==> config.mk <==
export PLATFORM = sky130hd
export DESIGN_NAME = murmur2_hash_engine
export DESIGN_NICKNAME = d
export VERILOG_FILES = /design/src/rtl/core/mh2_pkg.sv /design/src/rtl/core/murmur2_hash_engine.sv /design/src/rtl/core/mh2_datapath.sv /design/src/rtl/core/mh2_ctrl.sv
export SDC_FILE = /design/constraint.sdc
export NUM_CORES = 1
export LEC_CHECK = 0
export BUFFER_PORTS_ARGS = -buffer_cell sky130_fd_sc_hd__buf_4
export CAP_MARGIN = 20
export CORE_ASPECT_RATIO = 0.5
export CORE_UTILIZATION = 45
export CTS_BUF_LIST = sky130_fd_sc_hd__clkbuf_4 sky130_fd_sc_hd__clkbuf_8 sky130_fd_sc_hd__clkbuf_16
export DETAILED_ROUTE_END_ITERATION = 7
export GPL_ROUTABILITY_DRIVEN = 0
export SLEW_MARGIN = 20
export SYNTH_ARGS = -nofsm -noshare
export SYNTH_HDL_FRONTEND = slang
export SYNTH_SLANG_ARGS = --single-unit
==> constraint.sdc <==
create_clock -name clk -period 14.8 [get_ports clk]
set_input_delay 1.48 -clock clk [delete_from_list [all_inputs] [get_ports clk]]
set_output_delay 1.48 -clock clk [all_outputs]
set_load 0.02 [all_outputs]
==> src/rtl/core/mh2_pkg.sv <==
`timescale 1ns / 1ps

package mh2_pkg;

  // Hash constants.
  localparam logic [31:0] MUR_M = 32'h5bd1e995;
  localparam int unsigned MIX_SHIFT = 24;
  localparam int unsigned AVAL_SHIFT_A = 13;
  localparam int unsigned AVAL_SHIFT_B = 15;

  // Width of the message length field and default length width.
  localparam int unsigned LEN_W = 16;
  localparam int unsigned DEF_LENGTH_BITS = 16;

  // Operand codes for the shared multiplier.
  localparam logic [2:0] MUL_WORD    = 3'd0;
  localparam logic [2:0] MUL_KMIX    = 3'd1;
  localparam logic [2:0] MUL_HASH    = 3'd2;
  localparam logic [2:0] MUL_TAIL    = 3'd3;
  localparam logic [2:0] MUL_AV_HASH = 3'd4;
  localparam logic [2:0] MUL_AV_PROD = 3'd5;

  // Commands from the controller to the datapath.
  typedef struct packed {
    logic       load;
    logic       mul_en;
    logic [2:0] mul_sel;
    logic       k_load;
    logic       hash_mix;
    logic       emit;
  } mh2_cmd_t;

  // Status from the datapath to the controller.
  typedef struct packed {
    logic word_full;
    logic tail;
    logic out_free;
  } mh2_status_t;

endpackage

==> src/rtl/core/murmur2_hash_engine.sv <==
`timescale 1ns / 1ps
// MurmurHash2 (32-bit, seed zero) over a byte message, one byte per item.
// Input channel (byte_valid / byte_ready): each item carries one byte, a
// has_byte flag, first and last markers, and the message length, which seeds
// the hash on the first item. An empty message is a single item with first
// and last set and has_byte clear.
// Output channel (hash_valid / hash_ready): one item per message, holding the
// finished hash, produced after the item marked last.
// A byte that neither completes a word nor ends the message is taken at once.
// The fourth byte of a word holds the input while the three constant
// multiplies of the word mix run one after another on a single shared
// multiplier. After the item marked last the engine is busy with the word
// mix when that item completes a word, then a tail fold when bytes are left
// over, then the final avalanche, and takes no input until it has written
// the hash to the output register.
// Stalls: the result sits in an output register. If the receiver stalls with
// a result still held, the next message's bytes are still taken, and the
// engine waits only when it needs to write its next result.
// Reset (rst, synchronous) clears the running hash, the pending bytes and the
// output valid flag.

module murmur2_hash_engine import mh2_pkg::*; #(
  parameter int unsigned LENGTH_BITS = DEF_LENGTH_BITS
) (
  input  logic             clk,
  input  logic             rst,
  input  logic             byte_valid,
  output logic             byte_ready,
  input  logic [7:0]       data_byte,
  input  logic             has_byte,
  input  logic             first,
  input  logic             last,
  input  logic [LEN_W-1:0] message_length,
  output logic             hash_valid,
  input  logic             hash_ready,
  output logic [31:0]      hash_value
);

  mh2_cmd_t    cmd;
  mh2_status_t st;

  // Sequencer: decides which multiply runs in each cycle.
  mh2_ctrl u_ctrl (
    .clk        (clk),
    .rst        (rst),
    .byte_valid (byte_valid),
    .byte_ready (byte_ready),
    .last       (last),
    .st         (st),
    .cmd        (cmd)
  );

  // Hash state, word packing, shared multiplier and the output register.
  mh2_datapath #(
    .LENGTH_BITS (LENGTH_BITS)
  ) u_datapath (
    .clk            (clk),
    .rst            (rst),
    .cmd            (cmd),
    .st             (st),
    .data_byte      (data_byte),
    .has_byte       (has_byte),
    .first          (first),
    .message_length (message_length),
    .hash_ready     (hash_ready),
    .hash_valid     (hash_valid),
    .hash_value     (hash_value)
  );

`ifndef NO_ASSERTIONS
  // A byte that neither completes a word nor ends the message leaves the engine ready.
  a_short_item: assert property (@(posedge clk) disable iff (rst)
    (byte_valid && byte_ready && !last && !st.word_full) |=> byte_ready)
    else $error("engine stalled after a plain byte");

  // Ending a message always takes the engine busy for finalization.
  a_last_busy: assert property (@(posedge clk) disable iff (rst)
    (byte_valid && byte_ready && last) |=> !byte_ready)
    else $error("engine took an item right after the last one");

  // A result is written only when the output register can take it.
  a_emit_free: assert property (@(posedge clk) disable iff (rst)
    cmd.emit |-> st.out_free)
    else $error("result written over a held result");

  // A completed word always starts the mixing sequence.
  a_word_mix: assert property (@(posedge clk) disable iff (rst)
    (byte_valid && byte_ready && st.word_full) |=> (cmd.mul_en && !byte_ready))
    else $error("full word did not start mixing");
`endif

endmodule

==> src/rtl/core/mh2_datapath.sv <==
`timescale 1ns / 1ps

module mh2_datapath import mh2_pkg::*; #(
  parameter int unsigned LENGTH_BITS = DEF_LENGTH_BITS
) (
  input  logic             clk,
  input  logic             rst,
  input  mh2_cmd_t         cmd,
  output mh2_status_t      st,
  input  logic [7:0]       data_byte,
  input  logic             has_byte,
  input  logic             first,
  input  logic [LEN_W-1:0] message_length,
  input  logic             hash_ready,
  output logic             hash_valid,
  output logic [31:0]      hash_value
);

  localparam int unsigned SeedBits = (LENGTH_BITS < LEN_W) ? LENGTH_BITS : LEN_W;
  localparam logic [LEN_W-1:0] LenMask = LEN_W'((33'd1 << SeedBits) - 33'd1);

  logic [31:0] hash;
  logic [23:0] pend;
  logic [1:0]  phase;
  logic [31:0] k;
  logic [31:0] prod;

  logic [31:0] hash_eff;
  logic [23:0] pend_eff;
  logic [1:0]  phase_eff;
  logic [23:0] pend_pack;
  logic [31:0] mul_a;
  logic [31:0] tail_h;

  // The first item of a message restarts the hash from the length seed.
  assign hash_eff  = first ? {16'd0, message_length & LenMask} : hash;
  assign pend_eff  = first ? 24'd0 : pend;
  assign phase_eff = first ? 2'd0 : phase;

  always_comb begin
    case (phase_eff)
      2'd0:    pend_pack = {16'd0, data_byte};
      2'd1:    pend_pack = {8'd0, data_byte, pend_eff[7:0]};
      default: pend_pack = {data_byte, pend_eff[15:0]};
    endcase
  end

  assign tail_h = hash ^ {8'd0, pend};

  always_comb begin
    case (cmd.mul_sel)
      MUL_WORD:    mul_a = k;
      MUL_KMIX:    mul_a = prod ^ (prod >> MIX_SHIFT);
      MUL_HASH:    mul_a = hash;
      MUL_TAIL:    mul_a = tail_h;
      MUL_AV_HASH: mul_a = hash ^ (hash >> AVAL_SHIFT_A);
      MUL_AV_PROD: mul_a = prod ^ (prod >> AVAL_SHIFT_A);
      default:     mul_a = 32'd0;
    endcase
  end

  assign st.word_full = has_byte && (phase_eff == 2'd3);
  assign st.tail      = (phase != 2'd0);
  assign st.out_free  = !hash_valid || hash_ready;

  always_ff @(posedge clk) begin
    if (rst) begin
      hash  <= 32'd0;
      pend  <= 24'd0;
      phase <= 2'd0;
    end else if (cmd.emit) begin
      hash  <= 32'd0;
      pend  <= 24'd0;
      phase <= 2'd0;
    end else if (cmd.load) begin
      hash <= hash_eff;
      if (has_byte && (phase_eff == 2'd3)) begin
        pend  <= 24'd0;
        phase <= 2'd0;
      end else if (has_byte) begin
        pend  <= pend_pack;
        phase <= phase_eff + 2'd1;
      end else begin
        pend  <= pend_eff;
        phase <= phase_eff;
      end
    end else if (cmd.hash_mix) begin
      hash <= prod ^ k;
    end
  end

  always_ff @(posedge clk) begin
    if (cmd.load) begin
      k <= {data_byte, pend_eff};
    end else if (cmd.k_load) begin
      k <= prod;
    end
    if (cmd.mul_en) begin
      prod <= mul_a * MUR_M;
    end
  end

  always_ff @(posedge clk) begin
    if (rst) begin
      hash_valid <= 1'b0;
    end else if (cmd.emit) begin
      hash_valid <= 1'b1;
    end else if (hash_ready) begin
      hash_valid <= 1'b0;
    end
  end

  always_ff @(posedge clk) begin
    if (cmd.emit) begin
      hash_value <= prod ^ (prod >> AVAL_SHIFT_B);
    end
  end

endmodule

==> src/rtl/core/mh2_ctrl.sv <==
`timescale 1ns / 1ps

module mh2_ctrl import mh2_pkg::*; (
  input  logic        clk,
  input  logic        rst,
  input  logic        byte_valid,
  output logic        byte_ready,
  input  logic        last,
  input  mh2_status_t st,
  output mh2_cmd_t    cmd
);

  localparam logic [2:0] S_IDLE = 3'd0;
  localparam logic [2:0] S_MIX0 = 3'd1;
  localparam logic [2:0] S_MIX1 = 3'd2;
  localparam logic [2:0] S_MIX2 = 3'd3;
  localparam logic [2:0] S_MIX3 = 3'd4;
  localparam logic [2:0] S_TAIL = 3'd5;
  localparam logic [2:0] S_AVAL = 3'd6;
  localparam logic [2:0] S_OUT  = 3'd7;

  logic [2:0] state;
  logic [2:0] state_next;
  logic       fin;
  logic       fin_next;

  always_comb begin
    state_next = state;
    fin_next   = fin;
    cmd        = '0;
    byte_ready = 1'b0;
    case (state)
      S_IDLE: begin
        byte_ready = 1'b1;
        if (byte_valid) begin
          cmd.load = 1'b1;
          fin_next = last;
          if (st.word_full) begin
            state_next = S_MIX0;
          end else if (last) begin
            state_next = S_TAIL;
          end
        end
      end
      S_MIX0: begin
        cmd.mul_en  = 1'b1;
        cmd.mul_sel = MUL_WORD;
        state_next  = S_MIX1;
      end
      S_MIX1: begin
        cmd.mul_en  = 1'b1;
        cmd.mul_sel = MUL_KMIX;
        state_next  = S_MIX2;
      end
      S_MIX2: begin
        cmd.k_load  = 1'b1;
        cmd.mul_en  = 1'b1;
        cmd.mul_sel = MUL_HASH;
        state_next  = S_MIX3;
      end
      S_MIX3: begin
        cmd.hash_mix = 1'b1;
        state_next   = fin ? S_TAIL : S_IDLE;
      end
      S_TAIL: begin
        cmd.mul_en = 1'b1;
        if (st.tail) begin
          cmd.mul_sel = MUL_TAIL;
          state_next  = S_AVAL;
        end else begin
          cmd.mul_sel = MUL_AV_HASH;
          state_next  = S_OUT;
        end
      end
      S_AVAL: begin
        cmd.mul_en  = 1'b1;
        cmd.mul_sel = MUL_AV_PROD;
        state_next  = S_OUT;
      end
      S_OUT: begin
        if (st.out_free) begin
          cmd.emit   = 1'b1;
          fin_next   = 1'b0;
          state_next = S_IDLE;
        end
      end
      default: begin
        state_next = S_IDLE;
      end
    endcase
  end

  always_ff @(posedge clk) begin
    if (rst) begin
      state <= S_IDLE;
      fin   <= 1'b0;
    end else begin
      state <= state_next;
      fin   <= fin_next;
    end
  end

endmodule
# --- Word-level counts from Yosys, hierarchy flattened ---
# Index checks and enable logic that the tools add are counted.
op_classes:
  n_shift: 0
  add_sub_neg: 1
  magnitude_cmp: 0
  n_reduce_logical: 15
  n_mux: 34
  n_mul: 1
  n_div: 0
  bitwise: 6
  eq_ne: 18
op_table:
  columns: ["op", "count"]
  rows:
  - ["$pmux 32 s6", 1]
  - ["$mux 32", 5]
  - ["$mux 24", 3]
  - ["$xor 32x19->32", 2]
  - ["$pmux 24 s2", 1]
  - ["$mul 32x31->32 const B", 1]
  - ["$xor 32x17->32", 1]
  - ["$xor 32x24->32", 1]
  - ["$xor 32x32->32", 1]
  - ["$xor 32x8->32", 1]
  - ["$pmux 3 s8", 1]
  - ["$pmux 4 s5", 1]
  - ["$eq 3x3->1 const B", 6]
  - ["$mux 3", 6]
  - ["$eq 3x2->1 const B", 4]
  - ["$mux 1", 12]
  - ["$reduce_bool 2->1", 5]
  - ["$eq 3x1->1 const B", 2]
  - ["$logic_not 3->1", 2]
  - ["$mux 2", 3]
  - ["$ne 2x2->1 const B", 3]
  - ["$reduce_and 3->1", 2]
  - ["$ne 3x3->1 const B", 1]
  - ["$add 2x1->2 const B", 1]
  - ["other kinds (9)", 9]
word_totals:
  register_bits: 159
  rom_bits: 0
  mem_count: 0
  latch_bits: 0
  word_cells: 84
  input_bits: 31
  out_inout_bits: 34
  ram_bits: 0

# --- Longest topological paths before layout ---
logic_depth:
  ltp_word: 6
  depth_mapped: 36
  ltp_nobuf: 34

# --- By module ---
# A second synthesis with hierarchy kept.
hier_totals:
  hier_cells: 1697
  area_unflattened_um2: 16721.0
by_module_without_submodules:
  columns: ["mod", "seq_area_each_um2", "area_each_um2", "cells_each", "instances"]
  rows:
  - ["mh2_datapath", 4063.9, 16339.4, 1649, 1]
  - ["mh2_ctrl", 80.1, 381.6, 48, 1]

# --- Least setup slack after synthesis ---
# No wires, ideal clock.
synth_timing:
  path_kind: "flip-flop to flip-flop"
  from: "register u_ctrl.state[0]"
  to: "register u_datapath.prod[30], data pin"
  path_stages_with_launch: 33
  setup_ps: 266
  synth_period_minus_slack_ps: 7990
  slack_ps: 6810
  required_time_ps: 14534
  t_arrival_ps: 7724
  path_buffers: 4
  cell_sequence: "dfxtp_1 inv_1 ha_1 buf_2 o21bai_1 buf_2 buf_1 nand2_1 xor2_1 o211ai_1 fa_1 ha_1 inv_1 fa_1 inv_1 ha_1 fa_1 fa_1 fa_1 inv_1 fa_1 inv_1 ha_1 clkbuf_1 a21oi_1 nand2_1 a21oi_1 nand2_1 a22oi_1 a21oi_1 a41o_1 o41ai_1 xnor2_1"
synth_between:
  elab_chain_cells: 5
  word_cells_on_any_way: 14
  classes_between: "1 x mul; 10 x eq/ne; 2 x mux; 1 x reduce/logical"
synth_lines:
  columns: ["item", "line_no", "text"]
  rows:
  - ["start: declaration", "mh2_ctrl.sv:22", "logic [2:0] state;"]
  - ["start signal: assignment", "mh2_ctrl.sv:98", "state <= state_next;"]
  - ["$eq 3x3->1 (tied with other cells)", "mh2_ctrl.sv:32", "case (state)"]
  - ["$pmux 4 s5 *", "mh2_ctrl.sv:32", null]
  - ["$eq 3x3->1 (tied with other cells)", "mh2_datapath.sv:51", "case (cmd.mul_sel)"]
  - ["$pmux 32 s6 *", "mh2_datapath.sv:51", null]
  - ["$mul 32x31->32 *", "mh2_datapath.sv:99", "prod <= mul_a * MUR_M;"]
  - ["end signal: assignment", "mh2_datapath.sv:99", null]
  - ["end: declaration", "mh2_datapath.sv:26", "logic [31:0] prod;"]
# Mark *: on every way between the ends. The rest lies on a longest branch, timed or not.
# A chain may end at the register's enable or synchronous reset.

# --- Worst setup path after layout ---
layout_timing:
  from: "register u_ctrl.state[0]"
  to: "register u_datapath.prod[31], data pin"
# The elaborated chain is that of the path after synthesis.

==> flow_summary.yaml <==
routing:
  wl_per_cell_um: 20.9
  met3_length_um: 3100
  top_layer: "met4"
  wl_met1_um: 23000
  wirelength_um: 47900
  drc: 0
  ant_nets: 0
  via_per_inst: 5.35
  drtIter0Drc: 1093
  dr_wl_met2_um: 20800
  first_pass_iters: 6
  vias: 12300
floorplanning:
  fp-row-count: 49
  chipWidth_um: 276
  die_h_um: 139
  core_area_sq_um: 36500
  start_util_pct: 46.4
  io_pins: 65
  die-area_sq_um: 38400
global_routing:
  first_global_vias: 12300
  grt_usage_pct: 25.5
  antenna_found_initial: 0
  grt_max_degree: 68
  overflow: 0
  grt_pass1_wl_um: 74100
synthesis:
  netlist_area_sq_um: 16900
  ys_warn_count: 0
  ys_async_sr_fraction_pct: 0
  synth_cells: 1760
  seq_area_frac_synth_pct: 24.5
  synth-edff-count: 96
  ys_seq_elements: 159
  syn_nets: 2196
  netlist-cell-type-count: 62
  synth_flop_cell: "edfxtp_1"
  syn_avg_cell_area_sq_um: 9.62
sta:
  finalClockSkew_ns: 0.0159
  layout_min_cycle_time_ns: 9.45
  final_hold_viol_count: 0
  slew_violations: 0
  finalSetupViolCount: 0
  period_share_pct: 63.8
  rsz0062_at_grt: "no"
  max-slew-margin-rel_pct: 32.1
  setup_tns_ns: 0
  worst_pin_slew_ns: 1.01
  fmax_mhz: 106
setup_path:
  critPathCaptureType: "register"
  crit_required_ns: 14.98
  critical_path_class: "reg2reg"
  critical_path.slowest_cell: "a211oi_1"
  cp-startpoint: "u_ctrl.state[0]"
  r2r-start: "u_ctrl.state[0]"
  cp_max_fo: 12
  slowest_delay_ns: 0.86
  crit_arrival_ns: 9.63
  cp-start-kind: "register"
clocking:
  clkSinkCount: 159
  cts.clk_slew.worst_paths_ns: 0.07
  cts_tree: "yes"
  cts-root-buf: "clkbuf_16"
  clock_latency_ns: 0.44
  post_cts_resized: 0
  ctsHoldBuffers: 0
  cts_inserted_buffers: 17
  cts_max_level: 4
  clockBufferDepth: 2
  post-cts-setup-buffers: 0
placement:
  hpwl_um: 36500
  portBuffers: 64
finish:
  antenna_cells: 0
  drive_above_1_share_pct: 7.30
  syn_to_final_growth_pct: 9.29
  final_nets: 2230
min_path:
  worstHoldStart: "u_datapath.hash[8]"
  min_path_type: "reg2reg"
flow_run:
  max_cap_viol_count: 0
outcome:
  status: "completed"
[cells by family (layout without fill, tap and decap cells)]
group	after synthesis	in the layout	synth area share [%]
compound gates	248	248	9.99
xor+xnor	151	151	8.00
fa+ha+maj	405	405	38.0
buf+inv	447	494	10.1
flops	159	159	24.5
mux	9	9	0.532
simple gates	341	341	8.92
[cells in the mapped netlist, types with 3 or more instances]
cell,count,share of area (%)
inv_1,379,8.4
ha_1,224,17
fa_1,181,21
nand2_1,138,3.1
nor2_1,127,2.8
edfxtp_1,96,17
xnor2_1,92,4.8
dfxtp_1,63,7.5
a21oi_1,61,1.8
xor2_1,57,2.9
a22oi_1,55,2.4
clkbuf_1,53,1.2
o21ai_0,41,1.2
nand3b_1,26,1.2
a211oi_1,24,1.1
and2_1,12,0.44
a211o_1,11,0.57
mux2i_1,9,0.53
a21o_1,7,0.31
o21ai_1,7,0.21
a31oi_1,6,0.22
buf_1,6,0.13
nand3_1,6,0.18
a222oi_1,5,0.30
nand2b_1,5,0.18
a221o_1,4,0.24
buf_2,4,0.12
nor2b_1,4,0.15
nor3_1,4,0.12
o21bai_1,4,0.18
buf_6,3,0.20
nand4_1,3,0.11
nor4_1,3,0.11
o21a_1,3,0.13
[cell type report]
cell class | instances | area [sq um]
fill | 3311 | 18000
inverter | 379 | 1420
clock buffer | 17 | 425
tap | 484 | 606
clock inverter | 15 | 188
multi-input combinational | 1154 | 11100
timing repair buffer | 83 | 623
sequential | 159 | 4140
[worst paths after layout]
check                           slack (ns)  cells past startpoint                  end
worst min register to register        0.52                      2   u_datapath.hash[8]
worst max-delay path                  5.35                     30  u_datapath.prod[31]
worst min-delay path                  0.52                      2   u_datapath.hash[8]
worst max register to register        5.35                     30  u_datapath.prod[31]
[flip-flops by register name (all words and copies together), names as in the netlist]
name,flops
u_ctrl.fin,1
u_datapath.prod,32
u_datapath.k,32
u_ctrl.state,3
u_datapath.pend,24
u_datapath.hash,32
u_datapath.hash_value,32
u_datapath.hash_valid,1
u_datapath.phase,2
[layer usage]
| metal | global-route usage [%] | vias to the layer above |
|---|---|---|
| met4 | 6.20 | 0 |
| met5 | 0 | - |
| met1 | 37.9 | 6102 |
| met2 | 39.4 | 391 |
| met3 | 3.35 | 46 |
| li1 | - | 5713 |
[layout by cell type, fill, tap and decap left out, types with 3 or more instances in the layout]
cell,count
nand4_1,3
nand2_1,137
nor4_1,3
mux2i_1,9
nor3_1,4
ha_1,224
o21ai_0,39
nand3b_1,26
buf_4,83
nor2_1,127
and2_1,12
a22oi_1,55
fa_1,181
xor2_1,57
o21ai_1,9
nand2b_1,5
nand3_1,6
inv_1,379
dfxtp_1,63
inv_6,4
xnor2_1,92
a211oi_1,24
edfxtp_1,96
a221o_1,4
inv_8,5
nor2b_1,3
a211o_1,11
a222oi_1,5
o21a_1,3
clkbuf_16,17
a31oi_1,6
o21bai_1,4
clkinv_8,3
a21oi_1,60
a21o_1,7
[critical path: cells and delay by family, from the launching register on]
family                   cells  cell delay [ns]
AND/OR/NAND/NOR              7             1.69
adder cells (fa/ha/maj)     10             4.30
XOR/XNOR                     1             0.10
flip-flops                   1             0.33
buffers and inverters        6             0.88
AO/OA/AOI/OAI                6             1.88
[metrics by stage]
step,hold WS (ns),setup slack [ns],cell area (sq um),util (%),std cells
6_report,0.519,5.35,18500,50.7,2291
3_3_place_gp,0.485,5.60,17900,49.0,2259
5_1_grt,0.558,4.78,18500,50.7,2291
2_1_floorplan,0.424,6.81,16900,-,1760
4_1_cts,0.514,5.46,18500,50.7,2291
3_5_place_dp,0.496,5.47,17900,49.0,2259
Power is not shown: default switching activity piles up to over one toggle a cycle in this logic, so the estimate is an artifact.
